### config.mk
export PLATFORM = sky130hd
export DESIGN_NAME = countdown_timer_bank_top
export DESIGN_NICKNAME = d
export VERILOG_FILES = /design/src/ctb_pkg.sv /design/src/ctb_slot_bank.sv /design/src/countdown_timer_bank_top.sv
export SDC_FILE = /design/constraint.sdc
export NUM_CORES = 1
export LEC_CHECK = 0
export BUFFER_PORTS_ARGS = -buffer_cell sky130_fd_sc_hd__buf_2
export CAP_MARGIN = 20
export CELL_PAD_IN_SITES_DETAIL_PLACEMENT = 0
export CELL_PAD_IN_SITES_GLOBAL_PLACEMENT = 1
export CORE_ASPECT_RATIO = 1.25
export CORE_UTILIZATION = 51
export DETAILED_ROUTE_END_ITERATION = 8
export PLACE_DENSITY_LB_ADDON = 0.1
export RECOVER_POWER = 50
export SLEW_MARGIN = 20
export SYNTH_ARGS = -nofsm -noshare
export SYNTH_HDL_FRONTEND = slang
export SYNTH_HIERARCHICAL = 1
export SYNTH_SLANG_ARGS = --single-unit
### constraint.sdc
create_clock -name clk_i -period 8.9 [get_ports clk_i]
set_clock_uncertainty 0.05 [all_clocks]
set_input_delay 1.335 -clock clk_i [delete_from_list [all_inputs] [get_ports clk_i]]
set_output_delay 1.335 -clock clk_i [all_outputs]
set_load 0.01 [all_outputs]
### src/ctb_pkg.sv
// Shared types and constants for the countdown timer bank.
// No dependencies; used by ctb_slot_bank and countdown_timer_bank_top.
package ctb_pkg;

  // Command kinds carried on the kind input
  localparam logic KIND_TICK   = 1'b0;
  localparam logic KIND_CREATE = 1'b1;

  // Reset value of the LED hold time, in milliseconds
  localparam logic [15:0] HOLD_RESET = 16'd500;

  // Expiry count saturates at the top of its 4-bit field
  localparam logic [3:0] EXP_MAX = 4'd15;

  // Sequencer states
  typedef enum logic [1:0] {
    ST_IDLE,
    ST_CREATE,
    ST_HOLD,
    ST_WALK
  } ctb_state_e;

  // Requests from the sequencer to the slot bank
  typedef struct packed {
    logic create;      // store a new timer in the next unused slot
    logic walk_start;  // begin a decrement pass over the used slots
  } bank_cmd_t;

  // Status from the slot bank to the sequencer
  typedef struct packed {
    logic full;        // every slot has been used
    logic expired;     // one slot expired in this cycle
    logic walk_done;   // the decrement pass ends in this cycle
  } bank_stat_t;

endpackage

### src/ctb_slot_bank.sv
// Timer slot storage with a shared decrement and compare unit.
// Walks the used slots one per cycle through a registered-read memory.
// Depends on ctb_pkg.
module ctb_slot_bank #(
  parameter int TIMER_SLOTS = 8
) (
  input  logic                   clk_i,
  input  logic                   rst_ni,
  input  ctb_pkg::bank_cmd_t     cmd_i,
  input  logic [15:0]            start_count_i,
  output ctb_pkg::bank_stat_t    stat_o
);

  localparam int SLOT_W = (TIMER_SLOTS > 1) ? $clog2(TIMER_SLOTS) : 1;
  localparam int CNT_W  = $clog2(TIMER_SLOTS + 1);
  localparam logic [CNT_W-1:0] SLOTS_C = CNT_W'(TIMER_SLOTS);

  logic [15:0]            remaining_q [TIMER_SLOTS];
  logic [15:0]            rd_data_q;
  logic [TIMER_SLOTS-1:0] live_q, live_d;
  logic [CNT_W-1:0]       used_q, used_d;
  logic [CNT_W-1:0]       cnt_q, cnt_d;
  logic [SLOT_W-1:0]      pidx_q, pidx_d;
  logic                   pend_q, pend_d;
  logic                   walking_q, walking_d;

  logic                   full;
  logic                   issue;
  logic                   hit;
  logic                   expire;
  logic                   wr_en;
  logic [SLOT_W-1:0]      wr_addr;
  logic [15:0]            wr_data;

  // Decode the walk step and the shared decrement unit
  assign full    = (used_q == SLOTS_C);
  assign issue   = walking_q && (cnt_q != used_q);
  assign hit     = pend_q && live_q[pidx_q];
  assign expire  = hit && (rd_data_q <= 16'd1);

  assign wr_en   = (cmd_i.create && !full) || hit;
  assign wr_addr = cmd_i.create ? used_q[SLOT_W-1:0] : pidx_q;
  assign wr_data = cmd_i.create ? start_count_i :
                   (expire ? 16'd0 : rd_data_q - 16'd1);

  assign stat_o.full      = full;
  assign stat_o.expired   = expire;
  assign stat_o.walk_done = walking_q && !issue;

  // Next state of the slot bookkeeping
  always_comb begin
    live_d    = live_q;
    used_d    = used_q;
    cnt_d     = cnt_q;
    pidx_d    = pidx_q;
    pend_d    = 1'b0;
    walking_d = walking_q;
    if (cmd_i.create && !full) begin
      live_d[used_q[SLOT_W-1:0]] = 1'b1;
      used_d = used_q + CNT_W'(1);
    end
    if (cmd_i.walk_start) begin
      walking_d = 1'b1;
      cnt_d     = '0;
    end
    if (issue) begin
      pend_d = 1'b1;
      pidx_d = cnt_q[SLOT_W-1:0];
      cnt_d  = cnt_q + CNT_W'(1);
    end
    if (expire) begin
      live_d[pidx_q] = 1'b0;
    end
    if (walking_q && !issue) begin
      walking_d = 1'b0;
    end
  end

  always_ff @(posedge clk_i or negedge rst_ni) begin
    if (!rst_ni) begin
      live_q    <= '0;
      used_q    <= '0;
      cnt_q     <= '0;
      pidx_q    <= '0;
      pend_q    <= 1'b0;
      walking_q <= 1'b0;
    end else begin
      live_q    <= live_d;
      used_q    <= used_d;
      cnt_q     <= cnt_d;
      pidx_q    <= pidx_d;
      pend_q    <= pend_d;
      walking_q <= walking_d;
    end
  end

  // Write one slot and read the next, read data registered
  always_ff @(posedge clk_i) begin
    if (wr_en) begin
      remaining_q[wr_addr] <= wr_data;
    end
    if (issue) begin
      rd_data_q <= remaining_q[cnt_q[SLOT_W-1:0]];
    end
  end

  // Checks on the slot bookkeeping
  a_used_bound: assert property (@(posedge clk_i) disable iff (!rst_ni)
    used_q <= SLOTS_C)
    else $error("slot count beyond bank size");

  a_no_create_in_walk: assert property (@(posedge clk_i) disable iff (!rst_ni)
    cmd_i.create |-> !walking_q)
    else $error("create during decrement pass");

  a_expire_kills: assert property (@(posedge clk_i) disable iff (!rst_ni)
    expire |=> !live_q[$past(pidx_q)])
    else $error("expired slot still live");

  a_walk_ends: assert property (@(posedge clk_i) disable iff (!rst_ni)
    (walking_q && !issue && !cmd_i.walk_start) |=> !walking_q && !pend_q)
    else $error("decrement pass did not end");

endmodule

### src/countdown_timer_bank_top.sv
// Top level of the countdown timer bank: command handshake, LED hold logic
// and the sequencer that drives ctb_slot_bank. Depends on ctb_pkg.
//
// A command is taken when start is high and busy is low. A create command
// keeps busy high for the create state only; a tick keeps it high through the
// hold state and the walk state, whose decrement pass reads one slot per
// cycle from the slot memory. Each command gives exactly one result word,
// shown for one cycle with done_o high; the receiver cannot stall it, and a
// new command may be issued in the same cycle that a result is shown. The
// hold time may be written only while busy is low and no result is pending.
module countdown_timer_bank_top #(
  parameter int TIMER_SLOTS = 8
) (
  input  logic        clk_i,
  input  logic        rst_ni,
  input  logic        start,
  output logic        busy,
  input  logic        kind_i,
  input  logic [15:0] start_count_i,
  input  logic [31:0] now_ms_i,
  input  logic        flash_hold_we_i,
  input  logic [15:0] flash_hold_ms_i,
  output logic        done_o,
  output logic        led_lit_o,
  output logic [3:0]  expired_now_o,
  output logic        accepted_o
);

  ctb_pkg::ctb_state_e state_q, state_d;
  ctb_pkg::bank_cmd_t  cmd;
  ctb_pkg::bank_stat_t stat;

  logic [15:0] count_q, count_d;
  logic [31:0] now_q, now_d;
  logic [15:0] hold_q;
  logic [31:0] stamp_q, stamp_d;
  logic        led_q, led_d;
  logic [3:0]  exp_q, exp_d;
  logic        done_q, done_d;
  logic        res_led_q, res_led_d;
  logic [3:0]  res_exp_q, res_exp_d;
  logic        res_acc_q, res_acc_d;
  logic [31:0] elapsed;

  assign elapsed = now_q - stamp_q;

  // Slot storage and shared decrement unit
  ctb_slot_bank #(
    .TIMER_SLOTS (TIMER_SLOTS)
  ) u_bank (
    .clk_i         (clk_i),
    .rst_ni        (rst_ni),
    .cmd_i         (cmd),
    .start_count_i (count_q),
    .stat_o        (stat)
  );

  // Sequence each command and build its result word
  always_comb begin
    state_d   = state_q;
    count_d   = count_q;
    now_d     = now_q;
    stamp_d   = stamp_q;
    led_d     = led_q;
    exp_d     = exp_q;
    done_d    = 1'b0;
    res_led_d = res_led_q;
    res_exp_d = res_exp_q;
    res_acc_d = res_acc_q;
    cmd       = '0;
    case (state_q)
      ctb_pkg::ST_IDLE: begin
        if (start) begin
          count_d = start_count_i;
          now_d   = now_ms_i;
          state_d = (kind_i == ctb_pkg::KIND_CREATE) ? ctb_pkg::ST_CREATE
                                                     : ctb_pkg::ST_HOLD;
        end
      end
      ctb_pkg::ST_CREATE: begin
        cmd.create = 1'b1;
        res_acc_d  = !stat.full;
        res_led_d  = led_q;
        res_exp_d  = '0;
        done_d     = 1'b1;
        state_d    = ctb_pkg::ST_IDLE;
      end
      ctb_pkg::ST_HOLD: begin
        // drop the LED once the hold time has run out
        if (elapsed >= {16'd0, hold_q}) begin
          led_d   = 1'b0;
          stamp_d = now_q;
        end
        exp_d          = '0;
        cmd.walk_start = 1'b1;
        state_d        = ctb_pkg::ST_WALK;
      end
      ctb_pkg::ST_WALK: begin
        // relight, restamp and count on each expiry
        if (stat.expired) begin
          led_d   = 1'b1;
          stamp_d = now_q;
          if (exp_q != ctb_pkg::EXP_MAX) begin
            exp_d = exp_q + 4'd1;
          end
        end
        if (stat.walk_done) begin
          res_led_d = led_d;
          res_exp_d = exp_d;
          res_acc_d = 1'b0;
          done_d    = 1'b1;
          state_d   = ctb_pkg::ST_IDLE;
        end
      end
      default: begin
        state_d = ctb_pkg::ST_IDLE;
      end
    endcase
  end

  always_ff @(posedge clk_i or negedge rst_ni) begin
    if (!rst_ni) begin
      state_q <= ctb_pkg::ST_IDLE;
      hold_q  <= ctb_pkg::HOLD_RESET;
      stamp_q <= '0;
      led_q   <= 1'b0;
      exp_q   <= '0;
      done_q  <= 1'b0;
    end else begin
      state_q <= state_d;
      stamp_q <= stamp_d;
      led_q   <= led_d;
      exp_q   <= exp_d;
      done_q  <= done_d;
      if (flash_hold_we_i) begin
        hold_q <= flash_hold_ms_i;
      end
    end
  end

  // Hold command fields and the result word
  always_ff @(posedge clk_i) begin
    count_q   <= count_d;
    now_q     <= now_d;
    res_led_q <= res_led_d;
    res_exp_q <= res_exp_d;
    res_acc_q <= res_acc_d;
  end

  assign busy          = (state_q != ctb_pkg::ST_IDLE);
  assign done_o        = done_q;
  assign led_lit_o     = res_led_q;
  assign expired_now_o = res_exp_q;
  assign accepted_o    = res_acc_q;

endmodule
; Yosys cells after proc, flatten, opt, wreduce, memory -nomap -nowiden
; Memories as Yosys holds them, arrays and structs flattened. A register that Yosys moved wholly into a read port is not among the register bits.
; Index checks and enable logic that the tools add are counted.
[totals]
input_bits = 69
output_inout_bits = 8
word_cells = 104
mem_bits_rw = 128
rom_bits = 0
reg_bits = 131
mem_count = 1
latch_bits = 0
[mem_list]
columns = name, words, width, rd, rd_ports_with_merged_regs, write_ports, line_no
row1 = u_bank.remaining_q, 8, 16, 1, 1, 1, ctb_slot_bank.sv:18  ; logic [15:0] remaining_q [TIMER_SLOTS];
[op_classes]
n_shift = 0
div_mod_pow = 0
magnitude_cmp = 6
eq_ne = 10
n_mux = 41
n_reduce_logical = 21
n_addsub = 5
bitwise = 3
n_mul = 0
[ops]
columns = op, n
row1 = $mux W32, 2
row2 = $pmux W32 S2, 1
row3 = $ge A32 B16 Y1, 1
row4 = $mux W16, 2
row5 = $sub A32 B32 Y32, 1
row6 = $mux W4, 5
row7 = $le A16 B1 Y1 const B, 1
row8 = $mux W8, 2
row9 = $pmux W4 S2, 2
row10 = $sub A16 B1 Y16 const B, 1
row11 = $mux W1, 15
row12 = $add A4 B1 Y4 const B, 3
row13 = $reduce_bool A2 Y1, 5
row14 = $and A8 B8 Y8, 1
row15 = $lt A3 B4 Y1 const B, 2
row16 = $not A8 Y8, 1
row17 = $or A8 B8 Y8, 1
row18 = $pmux W1 S2, 4
row19 = $pmux W2 S4, 1
row20 = $reduce_and A2 Y1, 4
row21 = $logic_and A1 B1 Y1, 7
row22 = $demux W1 S3, 2
row23 = $ge A3 B1 Y1 const B, 2
row24 = $mux W2, 3
row25 = 13 further kinds, 17

; Logic depth before layout (Yosys ltp)
[logic_depth]
depth_word = 8
mapped_depth = 22

; Hierarchy
; Netlist, hierarchy kept.
[by_module_without_submodules]
columns = mod, instances, area_per_inst_um2, cells_each
row1 = ctb_slot_bank, 1, 7044.3, 433
row2 = countdown_timer_bank_top, 1, 6200.9, 557

; Worst setup path after synthesis
; Ideal clock, no wire load.
[synth_timing]
path_type = register to register
from = register now_q[3]
to = register stamp_q[10]
path_slack_ns = 4.162
path_stages_with_launch = 21
arrival_time_ns = 4.563
path_buffers = 1
cell_sequence = edfxtp_1 ha_1 a21o_1 a21oi_1 nand2_1 a21oi_1 nor2b_1 a221o_1 xor2_1 ha_1 nand3_1 nand2_1 a2111oi_1 o221a_1 o221ai_1 a211o_1 or4_4 nor4_4 a31oi_2 buf_6 mux2_4
[synth_via]
elab_chain_len = 4
[synth_lines]
columns = item, line_no
row1 = from (decl), countdown_timer_bank_top.sv:34  ; logic [31:0] now_q, now_d;
row2 = from (signal assigned), countdown_timer_bank_top.sv:144  ; now_q <= now_d;
row3 = $sub A32 B32 Y32, countdown_timer_bank_top.sv:45  ; assign elapsed = now_q - stamp_q;
row4 = $ge A32 B16 Y1, countdown_timer_bank_top.sv:90  ; if (elapsed >= {16'd0, hold_q}) begin
row5 = $ne A2 B2 Y1 (no source line), -
row6 = $reduce_and A3 Y1 (no source line), -
row7 = to (signal assigned), countdown_timer_bank_top.sv:131  ; stamp_q <= stamp_d;
row8 = to (decl), countdown_timer_bank_top.sv:36  ; logic [31:0] stamp_q, stamp_d;
; No other way between the ends.
; A chain may end at the register's enable or synchronous reset.

; Worst setup path in the final report
[layout_timing]
from = register now_q[0]
to = register stamp_q[3]
; Same word-level chain as after synthesis.

==> results.yml <==
floorplanning:
  die-height_um: 182
  start_util_pct: 52.2
  die_x_um: 146
  core_mm2: 0.0254
  dieArea_mm2: 0.0266
  top_level_ports: 77
  num_rows: 65
critical_path:
  worstSetupStartpointType: "flop"
  cp_max_fo: 20
  end_kind: "flop"
  crit_required_ps: 9270
  critPathKind: "reg2reg"
  arrival_ps: 5910
sta:
  drv_slew: 225
  fin_ws_ps: 3360
  tns_ps: 0
  tightest_slew_ps: 3340
  fmax_mhz: 181
  maxSlewHeadroom_pct: -123
  period_share_pct: 62.2
  period_needed_ps: 5540
  fin_hold_ws_ps: 456
  setup-violations-final: 0
  rsz0062_at_grt: "no"
  final-hold-violation-count: 0
synthesis:
  synth_compound_area_share_pct: 10.2
  syn_nets: 1113
  synth_cell_types: 70
  synthSimpleGateAreaFrac_pct: 7.96
  yosys_warnings: 6
  seq_area_frac_synth_pct: 59.5
  synth_area_mm2: 0.0132
  synth-adder-area-share_pct: 5.16
  syn_area_per_cell_um2: 13.4
  synth_top_family_by_area: "multiplexers"
  synth_enable_flop_cells: 198
  ys_ff_latch: 275
  yosys.area_share.xor_xnor_pct: 2.91
  ys.flop_type: "edfxtp_1"
  synthCells: 990
  synth_mux_area_share_pct: 10.6
  async_reset_ff_share_pct: 28.0
clock_network:
  clk_latency_ps: 550
  cts_hold_buf: 0
  htreeDepth: 1
  postCtsSetupBuffers: 0
  cts_tree: "yes"
  clock_path_buffers: 3
  cts_resized: 0
  cts_sinks: 275
  root_buffer: "clkbuf_16"
  cts_buffers: 28
  clk_pin_slew_worst_paths_ps: 60
global_route:
  track_usage_pct: 21.6
  grt_max_degree: 60
  grt_pass1_wl_um: 44900
  grt_pass1_vias: 8531
  grt-ovfl-total: 0
  grt_antenna_before_repair: 1
pwr:
  power.density_mw_per_mm2: 176
  vdd_drop_max_mv: 0.166
  p_leak_nw: 5.78
route:
  wl_um: 28000
  drc: 0
  top_layer_used: "met4"
  vias_per_cell: 5.64
  firstDrtPassIters: 5
  met3_length_um: 1050
  m1WireLength_um: 11800
  first_iter_violations: 489
  post_drt_wl_per_cell_um: 19.6
  num_vias: 8047
  wl_met2_um: 14300
  ant_nets: 0
flow_run:
  max-cap-violations: 5
place:
  hpwlAfterDp_um: 18100
  globalplace.congestion: 0.863
  dpl_cell_area_mm2: 0.0140
  dp.cells: 1374
  post-place-ws_ps: 3350
  portBuffers: 76
finish:
  final-seq-area_mm2: 0.00788
  drive_above_1_share_pct: 19.8
  synthToLayoutAreaGrowth_pct: 12.2
  final_net_count: 1192
  multi_input_area_mm2: 0.00489
  n_fill_cell: 2137
  design_area_mm2: 0.0149
  layout.cells.non_filler: 1426
min_path:
  hp-class: "reg2reg"
outcome:
  status: "finished with violations"
  violations: "capacitance limit, slew limit"
-- logic make-up after synthesis --
family	count (synthesis)
AOI/OAI and AO/OA	206
xor gates and xnor gates	44
adders and majority gates	54
buffers and inverters	112
DFF	275
muxes	83
and+or+nand+nor	216
-- worst max-delay path, cell delays in order (launching register included) --
cell	delay, ps
edfxtp_1	340
inv_1	50
ha_1	220
fa_1	410
nand2b_1	180
a21oi_1	210
o21ai_1	160
nand2_1	170
a31oi_1	120
xnor2_1	160
ha_1	310
a21oi_1	160
nand2_1	70
a2111oi_1	440
o221a_1	250
o221ai_1	100
a211o_1	230
or4_4	430
nor4_4	300
a31oi_4	330
buf_4	370
mux2_4	330
-- layer usage --
metal  global-route usage (%)  vias to the layer above
li1                         -                     3859
met1                     26.1                     3963
met2                     39.8                      177
met3                     2.57                       48
met4                     7.50                        0
met5                        0                        -
-- cells in the mapped netlist (all sizes together) (12+ instances only) --
library cell  instances  area share, %
nand2                83            2.4
a21oi                58            2.2
clkbuf               28           0.79
dfrtp                71             13
edfxtp              198             45
xnor2                26            1.7
nor2                 44            1.2
mux2                 48            4.9
ha                   53            5.0
a31oi                13           0.66
mux4                 32            5.4
nand3                19           0.72
a21o                 23            1.3
nand4                12           0.57
inv                  69            2.0
o21ai                43            1.6
o31ai                14           0.79
xor2                 18            1.2
buf                  15           0.93
-- power breakdown --
| part | total, mW | internal [mW] | switching [mW] |
|---|---|---|---|
| registers | 1.37 | 1.37 | 0.00182 |
| logic | 0.0445 | 0.0189 | 0.0256 |
| clock network | 1.20 | 0.725 | 0.478 |
-- state kept, by name, summed over array words and instances (netlist names), 2 cells and up --
signal and flops:
expired_now_o 4, u_bank/live_q 8, u_bank/pidx_q 3, hold_q 16, stamp_q 32, state_q 2
u_bank/used_q 4, exp_q 4, now_q 32, u_bank/remaining_q 128, u_bank/cnt_q 4, u_bank/rd_data_q 16
count_q 16
-- area by class of cell --
cell class | count | share of cell area [%]
clock buffer | 38 | 5.25
timing repair buffer | 92 | 3.10
inverter | 69 | 1.74
antenna | 1 | 0.0168
multi-input combinational | 603 | 32.9
sequential | 275 | 53.0
clock inverter | 13 | 1.10
tap | 335 | 2.82
-- layout by cell type, fill, tap and decap left out, types with 4 or more instances in the layout --
cell,Yosys,final
a21o_1,23,23
a21oi_1,56,56
a31o_2,4,4
a31oi_1,12,12
and3_1,6,6
buf_2,5,59
buf_4,2,11
bufinv_16,0,4
clkbuf_1,28,29
clkbuf_16,0,29
clkinv_2,0,5
dfrtp_1,71,70
dfstp_2,6,6
edfxtp_1,198,198
ha_1,53,53
inv_1,69,69
mux2_2,19,19
mux2_4,29,29
mux4_2,32,32
nand2_1,83,83
nand2b_1,8,8
nand3_1,19,19
nand4_1,12,12
nor2_1,44,42
nor2b_1,7,7
nor3_1,11,11
nor4_1,5,5
o211ai_1,6,6
o21a_1,6,6
o21ai_0,37,37
o21ai_1,6,6
o22ai_1,7,7
o31ai_1,14,14
xnor2_1,26,26
xor2_1,18,18
-- metrics by stage --
stage	power, mW	utilization [%]
6_report	2.62	58.6
5_1_grt	2.70	58.6
4_1_cts	2.65	58.8
3_5_place_dp	1.45	55.0
3_3_place_gp	1.45	55.0
2_1_floorplan	1.42	-
-- path summary, 6_finish.rpt --
kind | from | endpoint | slack [ps] | depth (start not counted)
min reg2reg | hold_q[4] | hold_q[4] | 460 | 2
max reg2reg | now_q[0] | stamp_q[3] | 3360 | 21
max in group asynchronous | rst_ni | u_bank/cnt_q[0] | 3890 | 2
min in group asynchronous | rst_ni | hold_q[14] | 930 | 1
max | now_q[0] | stamp_q[3] | 3360 | 21
min | hold_q[4] | hold_q[4] | 460 | 2
Power figures use the tool's default switching activity.
